==> src/dcp_pkg.sv <==
// ----------------------------------------------------------------------------
// dcp_pkg
// Shared types, character codes and the gamma table of the duty command parser.
// ----------------------------------------------------------------------------
package dcp_pkg;

    // Scan phases of one line
    typedef enum logic [3:0] {
        PH_LEAD   = 4'd0,
        PH_BAD    = 4'd1,
        PH_KEY    = 4'd2,
        PH_COLON  = 4'd3,
        PH_BLANK  = 4'd4,
        PH_SIGN   = 4'd5,
        PH_DIGITS = 4'd6,
        PH_DONE   = 4'd7,
        PH_FAIL   = 4'd8
    } t_phase;

    // Result status codes
    typedef enum logic [2:0] {
        ST_LEFT     = 3'd0,
        ST_RIGHT    = 3'd1,
        ST_STOP     = 3'd2,
        ST_NOT_JSON = 3'd3,
        ST_NO_VALUE = 3'd4
    } t_status;

    // Configuration register indexes
    localparam logic [1:0] CFG_LEFT_INV  = 2'd0;
    localparam logic [1:0] CFG_RIGHT_INV = 2'd1;
    localparam logic [1:0] CFG_MIN_VIS   = 2'd2;

    localparam logic [7:0] MIN_VIS_RESET = 8'd2;

    // Character codes
    localparam logic [7:0] CH_NUL    = 8'h00;
    localparam logic [7:0] CH_TAB    = 8'h09;
    localparam logic [7:0] CH_LF     = 8'h0A;
    localparam logic [7:0] CH_CR     = 8'h0D;
    localparam logic [7:0] CH_SPACE  = 8'h20;
    localparam logic [7:0] CH_QUOTE  = 8'h22;
    localparam logic [7:0] CH_PLUS   = 8'h2B;
    localparam logic [7:0] CH_MINUS  = 8'h2D;
    localparam logic [7:0] CH_ZERO   = 8'h30;
    localparam logic [7:0] CH_NINE   = 8'h39;
    localparam logic [7:0] CH_COLON  = 8'h3A;
    localparam logic [7:0] CH_KEY_L  = 8'h4C;
    localparam logic [7:0] CH_LBRACE = 8'h7B;
    localparam logic [7:0] CH_RBRACE = 8'h7D;

    // Per-item summary from the line scanner
    typedef struct packed {
        logic       emit;
        t_status    status;
        logic [7:0] lin;
        logic       upd_left;
        logic       upd_right;
    } t_scan_res;

    // Gamma 2.2 table, entry i = round(255 * (i/255)^2.2), built exactly:
    // entry is the largest n with (2n-1)^5 * 255^6 <= 32 * i^11.
    function automatic logic [2047:0] gamma_build();
        logic [2047:0] rom;
        logic [127:0]  lhs;
        logic [127:0]  rhs;
        logic [8:0]    n;
        logic          done;
        rom = '0;
        n   = '0;
        for (int i = 0; i < 256; i++) begin
            lhs = 128'd32;
            for (int k = 0; k < 11; k++) begin
                lhs = lhs * 128'(i);
            end
            done = 1'b0;
            while (!done) begin
                if (n < 9'd255) begin
                    rhs = 128'd1;
                    for (int k = 0; k < 6; k++) begin
                        rhs = rhs * 128'd255;
                    end
                    for (int k = 0; k < 5; k++) begin
                        rhs = rhs * (128'(n) * 128'd2 + 128'd1);
                    end
                    if (rhs <= lhs) begin
                        n = n + 9'd1;
                    end else begin
                        done = 1'b1;
                    end
                end else begin
                    done = 1'b1;
                end
            end
            rom[i*8 +: 8] = n[7:0];
        end
        return rom;
    endfunction

    localparam logic [2047:0] GAMMA_ROM = gamma_build();

endpackage

==> src/dcp_scan.sv <==
// ----------------------------------------------------------------------------
// dcp_scan
// Per-byte line scanner: tracks the parse state of the current line and, on
// LF, summarizes the line into a status and a normalized linear duty.
// ----------------------------------------------------------------------------
module dcp_scan #(
    parameter int LINE_BYTES = 256
) (
    input  logic                i_clk,
    input  logic                i_rst_n,
    input  logic                i_step,
    input  logic [7:0]          i_byte,
    output dcp_pkg::t_scan_res  o_res
);

    localparam int CNT_W = $clog2(LINE_BYTES);

    logic [CNT_W-1:0] r_count, n_count;
    dcp_pkg::t_phase  r_phase, n_phase;
    logic [1:0]       r_key, n_key;
    logic             r_brace, n_brace;
    logic             r_neg, n_neg;
    logic             r_ended, n_ended;
    logic [8:0]       r_mag, n_mag;

    logic             is_digit;
    logic             is_blank;
    logic [3:0]       digit_val;
    logic [11:0]      mag_acc;
    logic [7:0]       lin;

    assign is_digit  = (i_byte >= dcp_pkg::CH_ZERO) && (i_byte <= dcp_pkg::CH_NINE);
    assign is_blank  = (i_byte == dcp_pkg::CH_SPACE) || (i_byte == dcp_pkg::CH_TAB);
    assign digit_val = 4'(i_byte - dcp_pkg::CH_ZERO);
    assign mag_acc   = 12'(r_mag) * 12'd10 + 12'(digit_val);

    // Normalize 0..127 to 0..255: (m*255+63)/127 equals 2m plus one when m >= 64
    always_comb begin
        if (r_mag <= 9'd127) begin
            lin = {r_mag[6:0], 1'b0} + {7'd0, r_mag[6]};
        end else if (r_mag > 9'd255) begin
            lin = 8'd255;
        end else begin
            lin = r_mag[7:0];
        end
    end

    // Summarize the line at LF
    always_comb begin
        o_res.emit      = (i_byte == dcp_pkg::CH_LF) && (r_count != '0);
        o_res.lin       = lin;
        o_res.upd_left  = 1'b0;
        o_res.upd_right = 1'b0;
        if (r_phase == dcp_pkg::PH_LEAD || r_phase == dcp_pkg::PH_BAD || !r_brace) begin
            o_res.status = dcp_pkg::ST_NOT_JSON;
        end else if (r_phase == dcp_pkg::PH_DIGITS || r_phase == dcp_pkg::PH_DONE) begin
            if (r_mag == '0) begin
                o_res.status    = dcp_pkg::ST_STOP;
                o_res.lin       = 8'd0;
                o_res.upd_left  = 1'b1;
                o_res.upd_right = 1'b1;
            end else if (!r_neg) begin
                o_res.status   = dcp_pkg::ST_LEFT;
                o_res.upd_left = 1'b1;
            end else begin
                o_res.status    = dcp_pkg::ST_RIGHT;
                o_res.upd_right = 1'b1;
            end
        end else begin
            o_res.status = dcp_pkg::ST_NO_VALUE;
        end
    end

    // Advance the line state by one byte
    always_comb begin
        n_count = r_count;
        n_phase = r_phase;
        n_key   = r_key;
        n_brace = r_brace;
        n_neg   = r_neg;
        n_ended = r_ended;
        n_mag   = r_mag;
        if (i_byte == dcp_pkg::CH_CR) begin
            n_count = r_count;
        end else if (i_byte == dcp_pkg::CH_LF
                     || r_count >= CNT_W'(LINE_BYTES - 1)) begin
            // end of line or overlong line: start over
            n_count = '0;
            n_phase = dcp_pkg::PH_LEAD;
            n_key   = 2'd0;
            n_brace = 1'b0;
            n_neg   = 1'b0;
            n_ended = 1'b0;
            n_mag   = '0;
        end else begin
            n_count = r_count + 1'b1;
            if (r_ended) begin
                n_ended = 1'b1;
            end else if (i_byte == dcp_pkg::CH_NUL) begin
                n_ended = 1'b1;
            end else begin
                if (i_byte == dcp_pkg::CH_RBRACE) begin
                    n_brace = 1'b1;
                end
                unique case (r_phase)
                    dcp_pkg::PH_LEAD: begin
                        if (!is_blank) begin
                            n_phase = (i_byte == dcp_pkg::CH_LBRACE) ? dcp_pkg::PH_KEY
                                                                     : dcp_pkg::PH_BAD;
                        end
                    end
                    dcp_pkg::PH_KEY: begin
                        priority if (r_key == 2'd0) begin
                            if (i_byte == dcp_pkg::CH_QUOTE) begin
                                n_key = 2'd1;
                            end
                        end else if (r_key == 2'd1) begin
                            if (i_byte == dcp_pkg::CH_KEY_L) begin
                                n_key = 2'd2;
                            end else if (i_byte != dcp_pkg::CH_QUOTE) begin
                                n_key = 2'd0;
                            end
                        end else begin
                            if (i_byte == dcp_pkg::CH_QUOTE) begin
                                n_phase = dcp_pkg::PH_COLON;
                            end
                            n_key = 2'd0;
                        end
                    end
                    dcp_pkg::PH_COLON: begin
                        if (i_byte == dcp_pkg::CH_COLON) begin
                            n_phase = dcp_pkg::PH_BLANK;
                        end
                    end
                    dcp_pkg::PH_BLANK: begin
                        if (!is_blank) begin
                            priority if (i_byte == dcp_pkg::CH_MINUS) begin
                                n_neg   = 1'b1;
                                n_phase = dcp_pkg::PH_SIGN;
                            end else if (i_byte == dcp_pkg::CH_PLUS) begin
                                n_phase = dcp_pkg::PH_SIGN;
                            end else if (is_digit) begin
                                n_mag   = 9'(digit_val);
                                n_phase = dcp_pkg::PH_DIGITS;
                            end else begin
                                n_phase = dcp_pkg::PH_FAIL;
                            end
                        end
                    end
                    dcp_pkg::PH_SIGN: begin
                        if (is_digit) begin
                            n_mag   = 9'(digit_val);
                            n_phase = dcp_pkg::PH_DIGITS;
                        end else begin
                            n_phase = dcp_pkg::PH_FAIL;
                        end
                    end
                    dcp_pkg::PH_DIGITS: begin
                        if (is_digit) begin
                            // saturate the magnitude at 256
                            n_mag = (mag_acc > 12'd256) ? 9'd256 : mag_acc[8:0];
                        end else begin
                            n_phase = dcp_pkg::PH_DONE;
                        end
                    end
                    default: begin
                        n_phase = r_phase;
                    end
                endcase
            end
        end
    end

    // Line state registers
    always_ff @(posedge i_clk) begin
        if (!i_rst_n) begin
            r_count <= '0;
            r_phase <= dcp_pkg::PH_LEAD;
            r_key   <= 2'd0;
            r_brace <= 1'b0;
            r_neg   <= 1'b0;
            r_ended <= 1'b0;
            r_mag   <= '0;
        end else if (i_step) begin
            r_count <= n_count;
            r_phase <= n_phase;
            r_key   <= n_key;
            r_brace <= n_brace;
            r_neg   <= n_neg;
            r_ended <= n_ended;
            r_mag   <= n_mag;
        end
    end

endmodule

==> src/dcp_duty.sv <==
// ----------------------------------------------------------------------------
// dcp_duty
// One side's duty path: gamma table, minimum-visible clamp, optional inversion.
// ----------------------------------------------------------------------------
module dcp_duty (
    input  logic [7:0] i_lin,
    input  logic       i_invert,
    input  logic [7:0] i_min_visible,
    output logic [7:0] o_duty,
    output logic       o_enable
);

    logic [7:0] gamma;
    logic [7:0] clamped;

    // Look up the gamma curve
    assign gamma = dcp_pkg::GAMMA_ROM[{i_lin, 3'b000} +: 8];

    // Raise small nonzero outputs to the visible minimum
    always_comb begin
        if (i_lin == 8'd0) begin
            clamped = 8'd0;
        end else if (gamma != 8'd0 && gamma < i_min_visible) begin
            clamped = i_min_visible;
        end else begin
            clamped = gamma;
        end
    end

    assign o_duty   = i_invert ? ~clamped : clamped;
    assign o_enable = (i_lin != 8'd0);

endmodule

==> src/signed_duty_command_parser_top.sv <==
// ----------------------------------------------------------------------------
// signed_duty_command_parser_top
// Parses {"L": <signed int>} lines from a byte stream into left/right duties.
// ----------------------------------------------------------------------------
// An LF goes through the input register, then its result is registered.
// Throughput: one byte per cycle; the input register holds a byte only while
//   it ends a non-empty line and the result register is not yet taken.
// Reset: synchronous active-low; clears the line state, the held duties and
//   enables, and loads the configuration defaults (no inversion, minimum 2).
module signed_duty_command_parser_top #(
    parameter int LINE_BYTES = 256
) (
    input  logic       i_clk,
    input  logic       i_rst_n,
    input  logic       i_rx_valid,
    output logic       o_rx_ready,
    input  logic [7:0] i_rx_byte,
    output logic       o_res_valid,
    input  logic       i_res_ready,
    output logic [2:0] o_status,
    output logic [7:0] o_left_duty,
    output logic       o_left_enable,
    output logic [7:0] o_right_duty,
    output logic       o_right_enable,
    input  logic       i_cfg_valid,
    output logic       o_cfg_ready,
    input  logic [1:0] i_cfg_index,
    input  logic [7:0] i_cfg_data
);

    logic               r_in_valid;
    logic [7:0]         r_in_byte;
    logic               r_left_inv;
    logic               r_right_inv;
    logic [7:0]         r_min_vis;
    logic [7:0]         r_left_duty, n_left_duty;
    logic               r_left_en, n_left_en;
    logic [7:0]         r_right_duty, n_right_duty;
    logic               r_right_en, n_right_en;
    logic               r_out_valid;
    logic [2:0]         r_out_status;

    logic               advance;
    dcp_pkg::t_scan_res scan_res;
    logic [7:0]         left_duty_new;
    logic               left_en_new;
    logic [7:0]         right_duty_new;
    logic               right_en_new;

    // Move the held byte on unless its result has nowhere to go
    assign advance    = r_in_valid && (!scan_res.emit || !r_out_valid || i_res_ready);
    assign o_rx_ready = !r_in_valid || advance;
    assign o_cfg_ready = 1'b1;

    // Input register
    always_ff @(posedge i_clk) begin
        if (!i_rst_n) begin
            r_in_valid <= 1'b0;
        end else if (o_rx_ready) begin
            r_in_valid <= i_rx_valid;
        end
    end

    always_ff @(posedge i_clk) begin
        if (o_rx_ready && i_rx_valid) begin
            r_in_byte <= i_rx_byte;
        end
    end

    // Configuration registers
    always_ff @(posedge i_clk) begin
        if (!i_rst_n) begin
            r_left_inv  <= 1'b0;
            r_right_inv <= 1'b0;
            r_min_vis   <= dcp_pkg::MIN_VIS_RESET;
        end else if (i_cfg_valid) begin
            unique case (i_cfg_index)
                dcp_pkg::CFG_LEFT_INV:  r_left_inv  <= i_cfg_data[0];
                dcp_pkg::CFG_RIGHT_INV: r_right_inv <= i_cfg_data[0];
                dcp_pkg::CFG_MIN_VIS:   r_min_vis   <= i_cfg_data;
                default:                r_min_vis   <= r_min_vis;
            endcase
        end
    end

    dcp_scan #(
        .LINE_BYTES (LINE_BYTES)
    ) u_scan (
        .i_clk   (i_clk),
        .i_rst_n (i_rst_n),
        .i_step  (advance),
        .i_byte  (r_in_byte),
        .o_res   (scan_res)
    );

    dcp_duty u_left (
        .i_lin         (scan_res.lin),
        .i_invert      (r_left_inv),
        .i_min_visible (r_min_vis),
        .o_duty        (left_duty_new),
        .o_enable      (left_en_new)
    );

    dcp_duty u_right (
        .i_lin         (scan_res.lin),
        .i_invert      (r_right_inv),
        .i_min_visible (r_min_vis),
        .o_duty        (right_duty_new),
        .o_enable      (right_en_new)
    );

    // Select the side outputs after this line's update
    always_comb begin
        n_left_duty  = r_left_duty;
        n_left_en    = r_left_en;
        n_right_duty = r_right_duty;
        n_right_en   = r_right_en;
        if (scan_res.emit && scan_res.upd_left) begin
            n_left_duty = left_duty_new;
            n_left_en   = left_en_new;
        end
        if (scan_res.emit && scan_res.upd_right) begin
            n_right_duty = right_duty_new;
            n_right_en   = right_en_new;
        end
    end

    // Held side outputs
    always_ff @(posedge i_clk) begin
        if (!i_rst_n) begin
            r_left_duty  <= 8'd0;
            r_left_en    <= 1'b0;
            r_right_duty <= 8'd0;
            r_right_en   <= 1'b0;
        end else if (advance) begin
            r_left_duty  <= n_left_duty;
            r_left_en    <= n_left_en;
            r_right_duty <= n_right_duty;
            r_right_en   <= n_right_en;
        end
    end

    // Result register: load on a finished line, drop once taken
    always_ff @(posedge i_clk) begin
        if (!i_rst_n) begin
            r_out_valid <= 1'b0;
        end else if (advance && scan_res.emit) begin
            r_out_valid <= 1'b1;
        end else if (i_res_ready) begin
            r_out_valid <= 1'b0;
        end
    end

    always_ff @(posedge i_clk) begin
        if (advance && scan_res.emit) begin
            r_out_status <= scan_res.status;
        end
    end

    assign o_res_valid    = r_out_valid;
    assign o_status       = r_out_status;
    assign o_left_duty    = r_left_duty;
    assign o_left_enable  = r_left_en;
    assign o_right_duty   = r_right_duty;
    assign o_right_enable = r_right_en;

endmodule

==> config.mk <==
export PLATFORM = sky130hd
export DESIGN_NAME = signed_duty_command_parser_top
export DESIGN_NICKNAME = d
export VERILOG_FILES = /design/src/dcp_pkg.sv /design/src/dcp_scan.sv /design/src/dcp_duty.sv /design/src/signed_duty_command_parser_top.sv
export SDC_FILE = /design/constraint.sdc
export NUM_CORES = 1
export LEC_CHECK = 0
export ABC_AREA = 0
export ABC_CLOCK_PERIOD_IN_PS = 6500
export BUFFER_PORTS_ARGS = -buffer_cell sky130_fd_sc_hd__clkbuf_2
export CORE_MARGIN = 4
export CORE_UTILIZATION = 30
export DETAILED_ROUTE_END_ITERATION = 8
export GPL_ROUTABILITY_DRIVEN = 0
export GPL_TIMING_DRIVEN = 0
export PLACE_DENSITY_LB_ADDON = 0.15
export RECOVER_POWER = 50
export SLEW_MARGIN = 25
export SYNTH_ARGS = -nofsm -noshare
export SYNTH_HDL_FRONTEND = slang
export SYNTH_SLANG_ARGS = --single-unit
==> constraint.sdc <==
create_clock -name i_clk -period 6.5 [get_ports i_clk]
set_clock_uncertainty 0.15 [all_clocks]
set_input_delay 0 -clock i_clk [delete_from_list [all_inputs] [get_ports i_clk]]
set_output_delay 0 -clock i_clk [all_outputs]
set_load 0.02 [all_outputs]
==> flow_metrics.py, run 1 <==
metrics = {
    "global_routing": {
        "antenna_found_initial": 0,
        "grt_pass1_vias": 6869,
        "grt_max_degree": 13,
        "grt_overflow_total": 0,
        "grt_pass1_wl_um": 37500,
        "grt_use_total_pct": 19.2,
    },
    "setup_path": {
        "startpoint_type": "flop",
        "crit_required_ps": 6600,
        "crit_path_frequent_cell": "ha_1",
        "arrival_ps": 6240,
        "endpoint_kind": "flop",
        "critical_path.top_delay_family": "compound AO/OA/AOI/OAI gates",
        "slowest_stage": "a2111oi_2",
        "path_max_fanout": 10,
        "critPathKind": "flop to flop",
        "path_buf_inv": 3,
        "cpPeakStageDelay_ps": 490,
        "path_cells": "buf_6 -> buf_8 -> mux2_1 -> or2_1 -> inv_1 -> ha_1 -> a211oi_1 -> a2111oi_2 -> o221ai_1 -> o211a_1 -> nor3_1 -> ha_1 -> o21a_1 -> o21ai_0 -> a21oi_1 -> a221oi_2 -> o21ai_2 -> mux2i_1 -> or3_1 -> a31oi_1",
    },
    "placement": {
        "place_area_um2": 7100,
        "port_buffers": 44,
        "dp.final_hpwl_um": 17700,
        "preCtsSetupSlack_ps": 250,
    },
    "status": {
        "status": "finished clean",
    },
    "sta": {
        "slew_headroom_pct": 45.6,
        "hold_viol_final": 0,
        "period_minus_slack_ps": 6140,
        "min_period_over_period_pct": 94.5,
        "whs_ps": 235,
        "worst_pin_slew_ps": 810,
        "drv_slew": 0,
        "fmax_mhz": 163,
        "rsz0062_at_grt": "no",
        "setup-violations-final": 0,
        "tns_ps": 0,
        "fin_ws_ps": 360,
    },
    "detailed_routing": {
        "ant_nets": 0,
        "routed_via_density": 5.89,
        "vias": 7108,
        "drt_wl_total_um": 23700,
        "drtIter0Drc": 929,
        "dr.pass1.iters": 6,
        "drc": 0,
        "wl_per_cell_um": 19.7,
    },
    "power_and_ir_drop": {
        "power_density_nw_per_um2": 127,
        "irDropWorstVdd_uv": 121,
        "swShare_pct": 25.2,
        "clockPowerShare_pct": 46.6,
        "switchingPower_uw": 243,
        "p_comb_share_pct": 7.9,
        "seqPwrFrac_pct": 45.4,
        "power.internal_uw": 721,
        "power.leakage_nw": 2.90,
    },
    "cells_and_area": {
        "nNetsFinal": 987,
        "fillers": 2302,
        "stdcell_area_um2": 7560,
        "synthToLayoutAreaGrowth_pct": 15.7,
        "seqCellArea_um2": 1450,
        "drive_above_1_share_pct": 10.3,
        "multi_input_area_um2": 4670,
        "antenna_cells": 0,
    },
    "job": {
        "drv_cap": 0,
    },
    "synth": {
        "synthArstFlopShare_pct": 0,
        "syn-num-nets": 911,
        "synth_top_flop_cell": "dfxtp_1",
        "yosys_warnings": 0,
        "post_synth_inst_count": 850,
        "synth_top_area_share_pct": 17.1,
        "ys_seq_area_share_pct": 22.2,
        "synth-edff-count": 11,
        "synth_cell_types": 96,
        "yosys-top-cells-count": "nand2_1, o21ai_0, dfxtp_1, nor2_1, a21oi_1",
        "ys_seq_elements": 67,
        "yosysMostFrequentCell": "nand2_1",
        "yosysTopAreaCell": "dfxtp_1",
        "syn_avg_cell_area_um2": 7.69,
        "synth_area_um2": 6540,
        "synthTopCellsByArea": "dfxtp_1, ha_1, edfxtp_1",
    },
    "die": {
        "die_w_um": 156,
        "placementRows": 53,
        "coreArea_um2": 21200,
        "io_pins": 47,
        "dieArea_um2": 24200,
        "initial_core_util_pct": 30.8,
        "die_height_um": 156,
    },
    "clocking": {
        "cts_num_sinks": 67,
        "numCtsBuffers": 9,
        "clkTransAtPathRegs_ps": 60,
        "cts_root_buf": "clkbuf_16",
        "tritoncts": "yes",
        "htree_num_levels": 3,
        "cts_buffer_depth": 2,
        "clkLatencyLatePin_ps": 330,
    },
    "min_path": {
        "min_path_type": "primary input to flop",
    },
}
-- cell usage in the layout (no fill, tap or decap), types with 6 or more instances in the layout --
master,Yosys,routed
nand2_1,62,62
o21ai_0,59,59
clkbuf_1,31,56
dfxtp_1,56,56
nor2_1,54,54
a21oi_1,51,51
inv_1,36,36
ha_1,36,36
nor3_1,34,33
nor2b_1,27,27
nand3_1,25,25
dlygate4sd3_1,0,22
a211oi_1,20,20
clkbuf_2,0,20
a21o_1,19,19
mux2i_1,18,18
buf_2,17,16
a31oi_1,13,13
a211o_1,12,12
or3_1,12,12
and2_1,12,12
nor4_1,11,11
o211ai_1,11,11
xnor2_1,11,11
edfxtp_1,11,11
o21a_1,10,10
nand4_1,10,10
a21boi_0,10,10
mux2_2,9,9
clkbuf_16,0,9
nand2b_1,8,8
xor2_1,8,8
and3_1,8,8
nand3b_1,7,7
or2_2,6,6
o31ai_1,6,6
a221oi_1,7,6
-- cell families (layout without fill, tap and decap cells) --
| group | after synthesis | count (layout) | synth area share [%] |
|---|---|---|---|
| compound gates | 289 | 289 | 30.7 |
| xor+xnor | 19 | 19 | 2.55 |
| fa+ha+maj | 38 | 38 | 7.50 |
| buf+inv | 97 | 178 | 6.58 |
| flops | 67 | 67 | 22.2 |
| mux | 30 | 30 | 5.03 |
| other cells | 1 | 1 | 0.0574 |
| simple gates | 309 | 309 | 25.4 |
-- flip-flops by register name (all words and copies together), names as in the netlist --
| register | cells |
|---|---|
| u_scan.r_mag | 9 |
| o_left_duty | 8 |
| o_right_duty | 8 |
| r_in_byte | 8 |
| r_min_vis | 8 |
| u_scan.r_count | 8 |
| u_scan.r_phase | 4 |
| o_status | 3 |
| u_scan.r_key | 2 |
| o_left_enable | 1 |
| o_res_valid | 1 |
| o_right_enable | 1 |
| r_in_valid | 1 |
| r_left_inv | 1 |
| r_right_inv | 1 |
| u_scan.r_brace | 1 |
| u_scan.r_ended | 1 |
| u_scan.r_neg | 1 |
-- per-stage QoR --
stage                     std cells  utilization [%]  power (mW)
after detailed placement       1169             33.5       0.512
after floorplan                 850                -       0.489
after global routing           1206             35.6       0.999
final                          1206             35.6       0.963
after CTS                      1207             35.8       0.974
after global placement         1169             33.5       0.512
-- repair_timing --
action	in CTS	in global routing
hold buffers	22	0
gates resized for setup	0	3
setup buffers	0	0
hold endpoints to repair	22	0
setup endpoints to repair	0	12
-- power groups by stage --
stage	clock network [mW]	registers (mW)	logic, mW
detailed placement	0	0.447	0.0649
global route	0.475	0.439	0.0847
floorplan	0	0.444	0.0441
CTS	0.460	0.438	0.0756
global placement	0	0.447	0.0650
finish	0.449	0.438	0.0764
-- worst reg2reg max path, stage by stage, from the launching register on --
cell and delay (ps):
dfxtp_1 390, buf_6 170, buf_8 150, mux2_1 350, or2_1 370, inv_1 390, ha_1 280, a211oi_1 170
a2111oi_2 490, o221ai_1 230, o211a_1 280, nor3_1 430, ha_1 330, o21a_1 190, o21ai_0 160, a21oi_1 140
a221oi_2 380, o21ai_2 250, mux2i_1 250, or3_1 360, a31oi_1 180
-- metal layers --
layer	routed length [um]	GRT usage [%]	up-vias	share of wire [%]
met5	0	0	-	0
met4	1280	9.59	0	5.4
met3	1710	2.75	111	7.2
met2	10300	29.9	365	44
met1	10400	25.9	3280	44
li1	-	-	3352	-
-- path summary, 6_finish.rpt --
check	from	slack, ps	cells after the start	end
setup / recovery	u_scan.r_mag[7]$_SDFFE_PN0P_	360	20	o_right_duty[2]$_SDFFE_PN0P_
hold / removal	i_rx_byte[5]	230	2	r_in_byte[5]$_DFFE_PP_
setup reg to reg	u_scan.r_mag[7]$_SDFFE_PN0P_	360	20	o_right_duty[2]$_SDFFE_PN0P_
hold reg to reg	o_right_duty[1]$_SDFFE_PN0P_	330	2	o_right_duty[1]$_SDFFE_PN0P_
-- cell type report --
type | instances | area share (%)
plain buffers | 59 | 3.74
inverters | 37 | 1.84
well taps | 275 | 4.55
repair buffers | 66 | 5.43
clock buffers | 9 | 2.98
clock inverters | 7 | 0.562
multi-input cells | 686 | 61.7
flip-flops and latches | 67 | 19.2
No activity file was read; power rests on OpenSTA's default activity.
==> inputs of run 2 (changes only) <==
--- a/config.mk
+++ b/config.mk
@@ -13,9 +13,11 @@
 export DETAILED_ROUTE_END_ITERATION = 8
 export GPL_ROUTABILITY_DRIVEN = 0
 export GPL_TIMING_DRIVEN = 0
+export MAX_ROUTING_LAYER = met4
 export PLACE_DENSITY_LB_ADDON = 0.15
 export RECOVER_POWER = 50
 export SLEW_MARGIN = 25
 export SYNTH_ARGS = -nofsm -noshare
 export SYNTH_HDL_FRONTEND = slang
+export SYNTH_HIERARCHICAL = 1
 export SYNTH_SLANG_ARGS = --single-unit
==> run 2 against run 1 <==
Net effect: routed wire length increased by 24%; core utilization down 0.93 points; largest cell class unchanged; highest routed layer unchanged; setup slack improved by 210 ps.
==> flow_metrics.py, run 2 <==
metrics = {
    "synth": {
        "synth_top_area_share_pct": 13.1,
        "yosysMostFrequentCell": "nand2_1",
        "synth_xor_area_share_pct": 2.26,
        "synthTopCellsByArea": "dfxtp_1, ha_1, nand2_1",
        "synth_compound_area_share_pct": 30.3,
        "yosys-top-cells-count": "nand2_1, nor2_1, o21ai_0, dfxtp_1, a21oi_1",
        "syn_avg_cell_area_um2": 7.47,
        "ys_seq_area_share_pct": 17.0,
        "synth_top_family_by_area": "compound AO/OA/AOI/OAI gates",
        "yosys_warnings": 6,
        "synthArstFlopShare_pct": 0,
        "post_synth_inst_count": 1143,
        "synth-edff-count": 11,
        "ys_seq_elements": 67,
        "yosysTopAreaCell": "dfxtp_1",
        "yosys.area_share.simple_pct": 28.2,
        "synthAdderAreaFrac_pct": 7.77,
        "synth_area_um2": 8540,
        "syn-num-nets": 1217,
        "muxShareOfSynthArea_pct": 5.91,
        "synth_top_flop_cell": "dfxtp_1",
        "synth_cell_types": 109,
    },
    "power_and_ir_drop": {
        "p_total_mw": 1.01,
        "power.leakage_nw": 3.79,
        "irDropWorstVdd_uv": 112,
        "power_density_nw_per_um2": 104,
    },
    "setup_path": {
        "path_max_fanout": 11,
        "crit_path_frequent_cell": "buf_2",
        "arrival_ps": 6050,
        "endpoint_kind": "flop",
        "crit_required_ps": 6610,
        "path_buf_inv": 5,
        "cpPeakStageDelay_ps": 520,
        "critical_path.top_delay_family": "compound AO/OA/AOI/OAI gates",
        "startpoint_type": "flop",
        "critPathKind": "flop to flop",
        "path_cells": "clkbuf_1 -> a211o_1 -> buf_2 -> inv_1 -> ha_1 -> buf_2 -> nand2_1 -> o2111a_1 -> a2111oi_0 -> o22ai_1 -> a21o_1 -> ha_1 -> o211ai_1 -> o21a_1 -> a31o_2 -> buf_2 -> a21oi_1 -> o211ai_1 -> nand2_1 -> mux2i_1",
        "slowest_stage": "a211o_1",
    },
    "cells_and_area": {
        "synthToLayoutAreaGrowth_pct": 13.6,
        "regMostFlops": "u_scan/r_mag",
        "stdcell_count": 1604,
        "fin_util_pct": 34.7,
        "largest_reg_flops": 9,
        "fillers": 3093,
        "antenna_cells": 0,
        "final_common_cell": "nand2_1",
        "final_cell_mix": "nand2_1, nor2_1, clkbuf_1, o21ai_0, dfxtp_1",
        "drive_above_1_share_pct": 11.8,
        "nNetsFinal": 1295,
    },
    "global_routing": {
        "grt_pass1_wl_um": 47900,
        "grt_use_total_pct": 19.0,
        "grt_pass1_vias": 8594,
        "grt_overflow_total": 0,
        "grt_max_degree": 15,
        "antenna_found_initial": 0,
    },
    "sta": {
        "slew_headroom_pct": 41.2,
        "hold_viol_final": 0,
        "rsz0062_at_grt": "no",
        "setup-violations-final": 0,
        "min_period_over_period_pct": 91.3,
        "tns_ps": 0,
        "fin_ws_ps": 566,
        "worst_pin_slew_ps": 870,
        "period_minus_slack_ps": 5930,
        "drv_slew": 0,
        "fmax_mhz": 169,
    },
    "die": {
        "io_pins": 47,
        "initial_core_util_pct": 30.6,
        "coreArea_um2": 27900,
        "die_w_um": 177,
        "placementRows": 61,
        "dieArea_um2": 31200,
        "die_height_um": 177,
    },
    "clocking": {
        "tritoncts": "yes",
        "clkLatencyLatePin_ps": 330,
        "cts_buffer_depth": 2,
        "numCtsBuffers": 9,
        "cts_root_buf": "clkbuf_16",
        "clkTransAtPathRegs_ps": 60,
        "cts_num_sinks": 67,
        "htree_num_levels": 3,
        "post_cts_buffers": 0,
    },
    "detailed_routing": {
        "drt_wl_total_um": 29300,
        "routed_via_density": 5.68,
        "ant_nets": 0,
        "wl_per_cell_um": 18.3,
        "drtIter0Drc": 1025,
        "drc": 0,
        "dr.pass1.iters": 6,
        "vias": 9107,
    },
    "placement": {
        "port_buffers": 45,
        "dp.final_hpwl_um": 21400,
        "dp_cells": 1566,
        "preCtsSetupSlack_ps": 812,
    },
    "status": {
        "status": "finished clean",
    },
    "min_path": {
        "min_path_type": "primary input to flop",
    },
    "job": {
        "drv_cap": 0,
    },
}
[run 2: changes by cell type after synthesis, moves of 9 or more]
| cell | change |
|---|---|
| a21o_1 | -9 |
| a31oi_1 | +9 |
| buf_2 | +13 |
| buf_6 | +14 |
| ha_1 | +13 |
| mux2i_1 | +26 |
| nand2_1 | +70 |
| nand2b_1 | +24 |
| nor2_1 | +37 |
| nor2b_1 | +22 |
| o211ai_1 | +12 |
[run 2: through the flow]
stage / cell area [um2] / hold slack [ps]
2_1_floorplan: 8540 / -51.1
5_1_grt: 9700 / 75.3
6_report: 9700 / 12.6
3_5_place_dp: 9240 / 28.6
3_3_place_gp: 9240 / 27.1
4_1_cts: 9740 / 28.2
[run 2: timing repair]
| item | 4_1_cts | 5_1_grt |
|---|---|---|
| gates resized for setup | 0 | 0 |
| hold buffers | 22 | 0 |
| endpoints found under the hold margin | 28 | 0 |
[run 2: cell type report]
cell class / count / area [um2] / share of cell area, %
buffer: 94 / 556 / 5.73
sequential: 67 / 1450 / 15.0
multi-input combinational: 937 / 6350 / 65.4
timing repair buffer: 67 / 415 / 4.28
inverter: 45 / 171 / 1.77
clock buffer: 9 / 225 / 2.32
clock inverter: 7 / 60.1 / 0.619
tap: 378 / 473 / 4.88
[run 2: layer usage]
layer  wire length, um  track usage, %  vias to the layer above
met3              1970            2.26                       44
met1             14200            27.8                     4286
met2             12700            28.0                      398
met4               465            4.38                        0
met5                 0               -                        -
li1                  -               -                     4379
[run 2: power by group]
part	switching (mW)	internal (mW)	total (mW)
Sequential	0.0133	0.430	0.443
Combinational	0.0479	0.0399	0.0878
Clock	0.213	0.265	0.478
Total	0.274	0.735	1.01
[run 2: cells by family (layout without fill, tap and decap cells)]
logic type	after synthesis	after routing
simple gates	459	459
compound gates	354	354
buf+inv	139	222
flops	67	67
fa+ha+maj	52	52
mux	49	49
xor+xnor	22	22
other cells	1	1
[run 2: path summary, 6_finish.rpt]
path         cells past startpoint  slack [ps]                    startpoint                           end
max                             20         570  u_scan/r_mag[7]$_SDFFE_PN0P_  o_right_duty[2]$_SDFFE_PN0P_
min                              4          10                       i_rst_n   o_left_duty[4]$_SDFFE_PN0P_
min reg2reg                      2         310  o_right_duty[7]$_SDFFE_PN0P_  o_right_duty[7]$_SDFFE_PN0P_
max reg2reg                     20         570  u_scan/r_mag[7]$_SDFFE_PN0P_  o_right_duty[2]$_SDFFE_PN0P_
[run 2: worst register-to-register path, cell delays in order (launching register included)]
cell and delay (ps):
dfxtp_1 490, clkbuf_1 380, a211o_1 520, buf_2 360
inv_1 210, ha_1 450, buf_2 300, nand2_1 150
o2111a_1 160, a2111oi_0 470, o22ai_1 240, a21o_1 300
ha_1 300, o211ai_1 200, o21a_1 180, a31o_2 170
buf_2 250, a21oi_1 100, o211ai_1 260, nand2_1 100
mux2i_1 140
==> inputs of run 3 (changes only) <==
--- a/config.mk
+++ b/config.mk
@@ -15,7 +15,7 @@
 export GPL_TIMING_DRIVEN = 0
 export MAX_ROUTING_LAYER = met4
 export PLACE_DENSITY_LB_ADDON = 0.15
-export RECOVER_POWER = 50
+export RECOVER_POWER = 25
 export SLEW_MARGIN = 25
 export SYNTH_ARGS = -nofsm -noshare
 export SYNTH_HDL_FRONTEND = slang
==> run 3 against run 2 <==
Net effect: die area stayed put; global-route usage did not move; combinational power is 1% higher; core utilization up 0.076 points; hold slack is essentially flat; total power is essentially flat; sequential power about the same; design area grew 0.22%; routed wire length is 0.23% higher; clock-buffer cell count stayed put; cell count unchanged; via count about the same; critical endpoint unchanged.
==> flow_metrics.py, run 3 (same netlist as run 2, synthesis figures left out) <==
metrics = {
    "status": {
        "status": "finished clean",
    },
    "global_routing": {
        "grt_max_degree": 15,
        "antenna_found_initial": 0,
        "grt_pass1_wl_um": 47900,
        "grt_use_total_pct": 19.0,
        "grt_pass1_vias": 8594,
        "grt_overflow_total": 0,
    },
    "die": {
        "die_height_um": 177,
        "coreArea_um2": 27900,
        "dieArea_um2": 31200,
        "die_w_um": 177,
        "io_pins": 47,
        "placementRows": 61,
        "initial_core_util_pct": 30.6,
    },
    "cells_and_area": {
        "final_cell_mix": "nand2_1, nor2_1, o21ai_0, dfxtp_1, clkbuf_1",
        "largest_reg_flops": 9,
        "fillers": 3086,
        "synthToLayoutAreaGrowth_pct": 13.9,
        "seqCellArea_um2": 1450,
        "regMostFlops": "u_scan/r_mag",
        "nNetsFinal": 1295,
        "antenna_cells": 0,
        "final_common_cell": "nand2_1",
        "drive_above_1_share_pct": 12.6,
        "multi_input_area_um2": 6350,
    },
    "job": {
        "drv_cap": 0,
    },
    "sta": {
        "period_minus_slack_ps": 5970,
        "slew_headroom_pct": 41.2,
        "fin_ws_ps": 533,
        "tns_ps": 0,
        "drv_slew": 0,
        "whs_ps": 12.5,
        "setup-violations-final": 0,
        "min_period_over_period_pct": 91.8,
        "hold_viol_final": 0,
        "fmax_mhz": 168,
        "rsz0062_at_grt": "no",
        "worst_pin_slew_ps": 869,
    },
    "detailed_routing": {
        "dr.pass1.iters": 6,
        "drtIter0Drc": 1030,
        "routed_via_density": 5.68,
        "ant_nets": 0,
        "vias": 9113,
        "drc": 0,
        "wl_per_cell_um": 18.3,
        "drt_wl_total_um": 29400,
    },
    "clocking": {
        "cts_buffer_depth": 2,
        "htree_num_levels": 3,
        "clkTransAtPathRegs_ps": 60,
        "numCtsBuffers": 9,
        "clkLatencyLatePin_ps": 330,
        "post_cts_buffers": 0,
        "cts_num_sinks": 67,
        "tritoncts": "yes",
        "cts_root_buf": "clkbuf_16",
    },
    "setup_path": {
        "critPathKind": "flop to flop",
        "path_max_fanout": 11,
        "path_cells": "clkbuf_1 -> a211o_1 -> buf_2 -> inv_1 -> ha_1 -> buf_2 -> nand2_1 -> o2111a_1 -> a2111oi_0 -> o22ai_1 -> a21o_1 -> ha_1 -> o211ai_1 -> o21a_1 -> a31o_2 -> buf_2 -> a21oi_1 -> o211ai_1 -> nand2_1 -> mux2i_1",
        "arrival_ps": 6080,
        "crit_required_ps": 6610,
        "slowest_stage": "a211o_1",
        "endpoint_kind": "flop",
        "reg2reg_depth": 20,
        "startpoint_type": "flop",
        "cpPeakStageDelay_ps": 520,
        "crit_path_frequent_cell": "buf_2",
    },
    "power_and_ir_drop": {
        "p_total_mw": 1.01,
        "irDropWorstVdd_uv": 112,
        "power.leakage_nw": 3.82,
        "power_density_nw_per_um2": 104,
    },
    "placement": {
        "port_buffers": 45,
        "dp.final_hpwl_um": 21400,
        "preCtsSetupSlack_ps": 812,
    },
    "min_path": {
        "min_path_type": "primary input to flop",
        "holdPathStages": 4,
    },
}
run 3: changes by cell type in the layout (fill, tap and decap cells not counted), sizes merged:
| cell | change |
|---|---|
| buf | +1 |
| clkbuf | -1 |
run 3: cell type report:
| class | count | share of cell area, % |
|---|---|---|
| Inverter | 45 | 1.76 |
| Multi-Input combinational cell | 937 | 65.4 |
| Timing Repair Buffer | 67 | 4.36 |
| Buffer | 94 | 5.75 |
| Sequential cell | 67 | 14.9 |
| Clock buffer | 9 | 2.32 |
| Tap cell | 378 | 4.87 |
| Clock inverter | 7 | 0.618 |
run 3: metal layers:
metal  share of wire [%]  track usage (%)  vias to the layer above  routed length (um)
met2                  43             28.0                      393               12800
met3                 6.7             2.26                       40                1970
met5                   0                -                        -                   0
met1                  48             27.8                     4305               14200
li1                    -                -                     4375                   -
met4                 1.5             4.38                        0                 446
run 3: worst paths after layout:
path	from	end	slack (ps)
min	i_rst_n	o_left_duty[4]$_SDFFE_PN0P_	10
max	u_scan/r_mag[7]$_SDFFE_PN0P_	o_right_duty[2]$_SDFFE_PN0P_	530
min reg2reg	o_right_duty[7]$_SDFFE_PN0P_	o_right_duty[7]$_SDFFE_PN0P_	310
max reg2reg	u_scan/r_mag[7]$_SDFFE_PN0P_	o_right_duty[2]$_SDFFE_PN0P_	530
run 3: timing repair:
action / 4_1_cts / 5_1_grt
hold endpoints to repair: 28 / 0
hold buffers: 22 / 0
resized for setup: 0 / 0
run 3: worst max-delay path: cells and delay by family (launching register included):
family                   cells  cell delay [ps]
buffers and inverters        5             1490
multiplexers                 1              140
AO/OA/AOI/OAI               10             2620
AND/OR/NAND/NOR              2              240
flip-flops                   1              490
adder cells (fa/ha/maj)      2              750
run 3: per-stage QoR:
step	cells	utilization (%)	instance area (um2)
2_1_floorplan	1143	-	8540
6_report	1604	34.8	9720
3_5_place_dp	1566	33.1	9240
3_3_place_gp	1566	33.1	9240
5_1_grt	1604	34.8	9720
4_1_cts	1604	34.9	9740
run 3: power breakdown:
part | switching (mW) | total (mW) | internal, mW
sequential | 0.0135 | 0.443 | 0.430
combinational | 0.0483 | 0.0887 | 0.0404
clock | 0.213 | 0.478 | 0.265
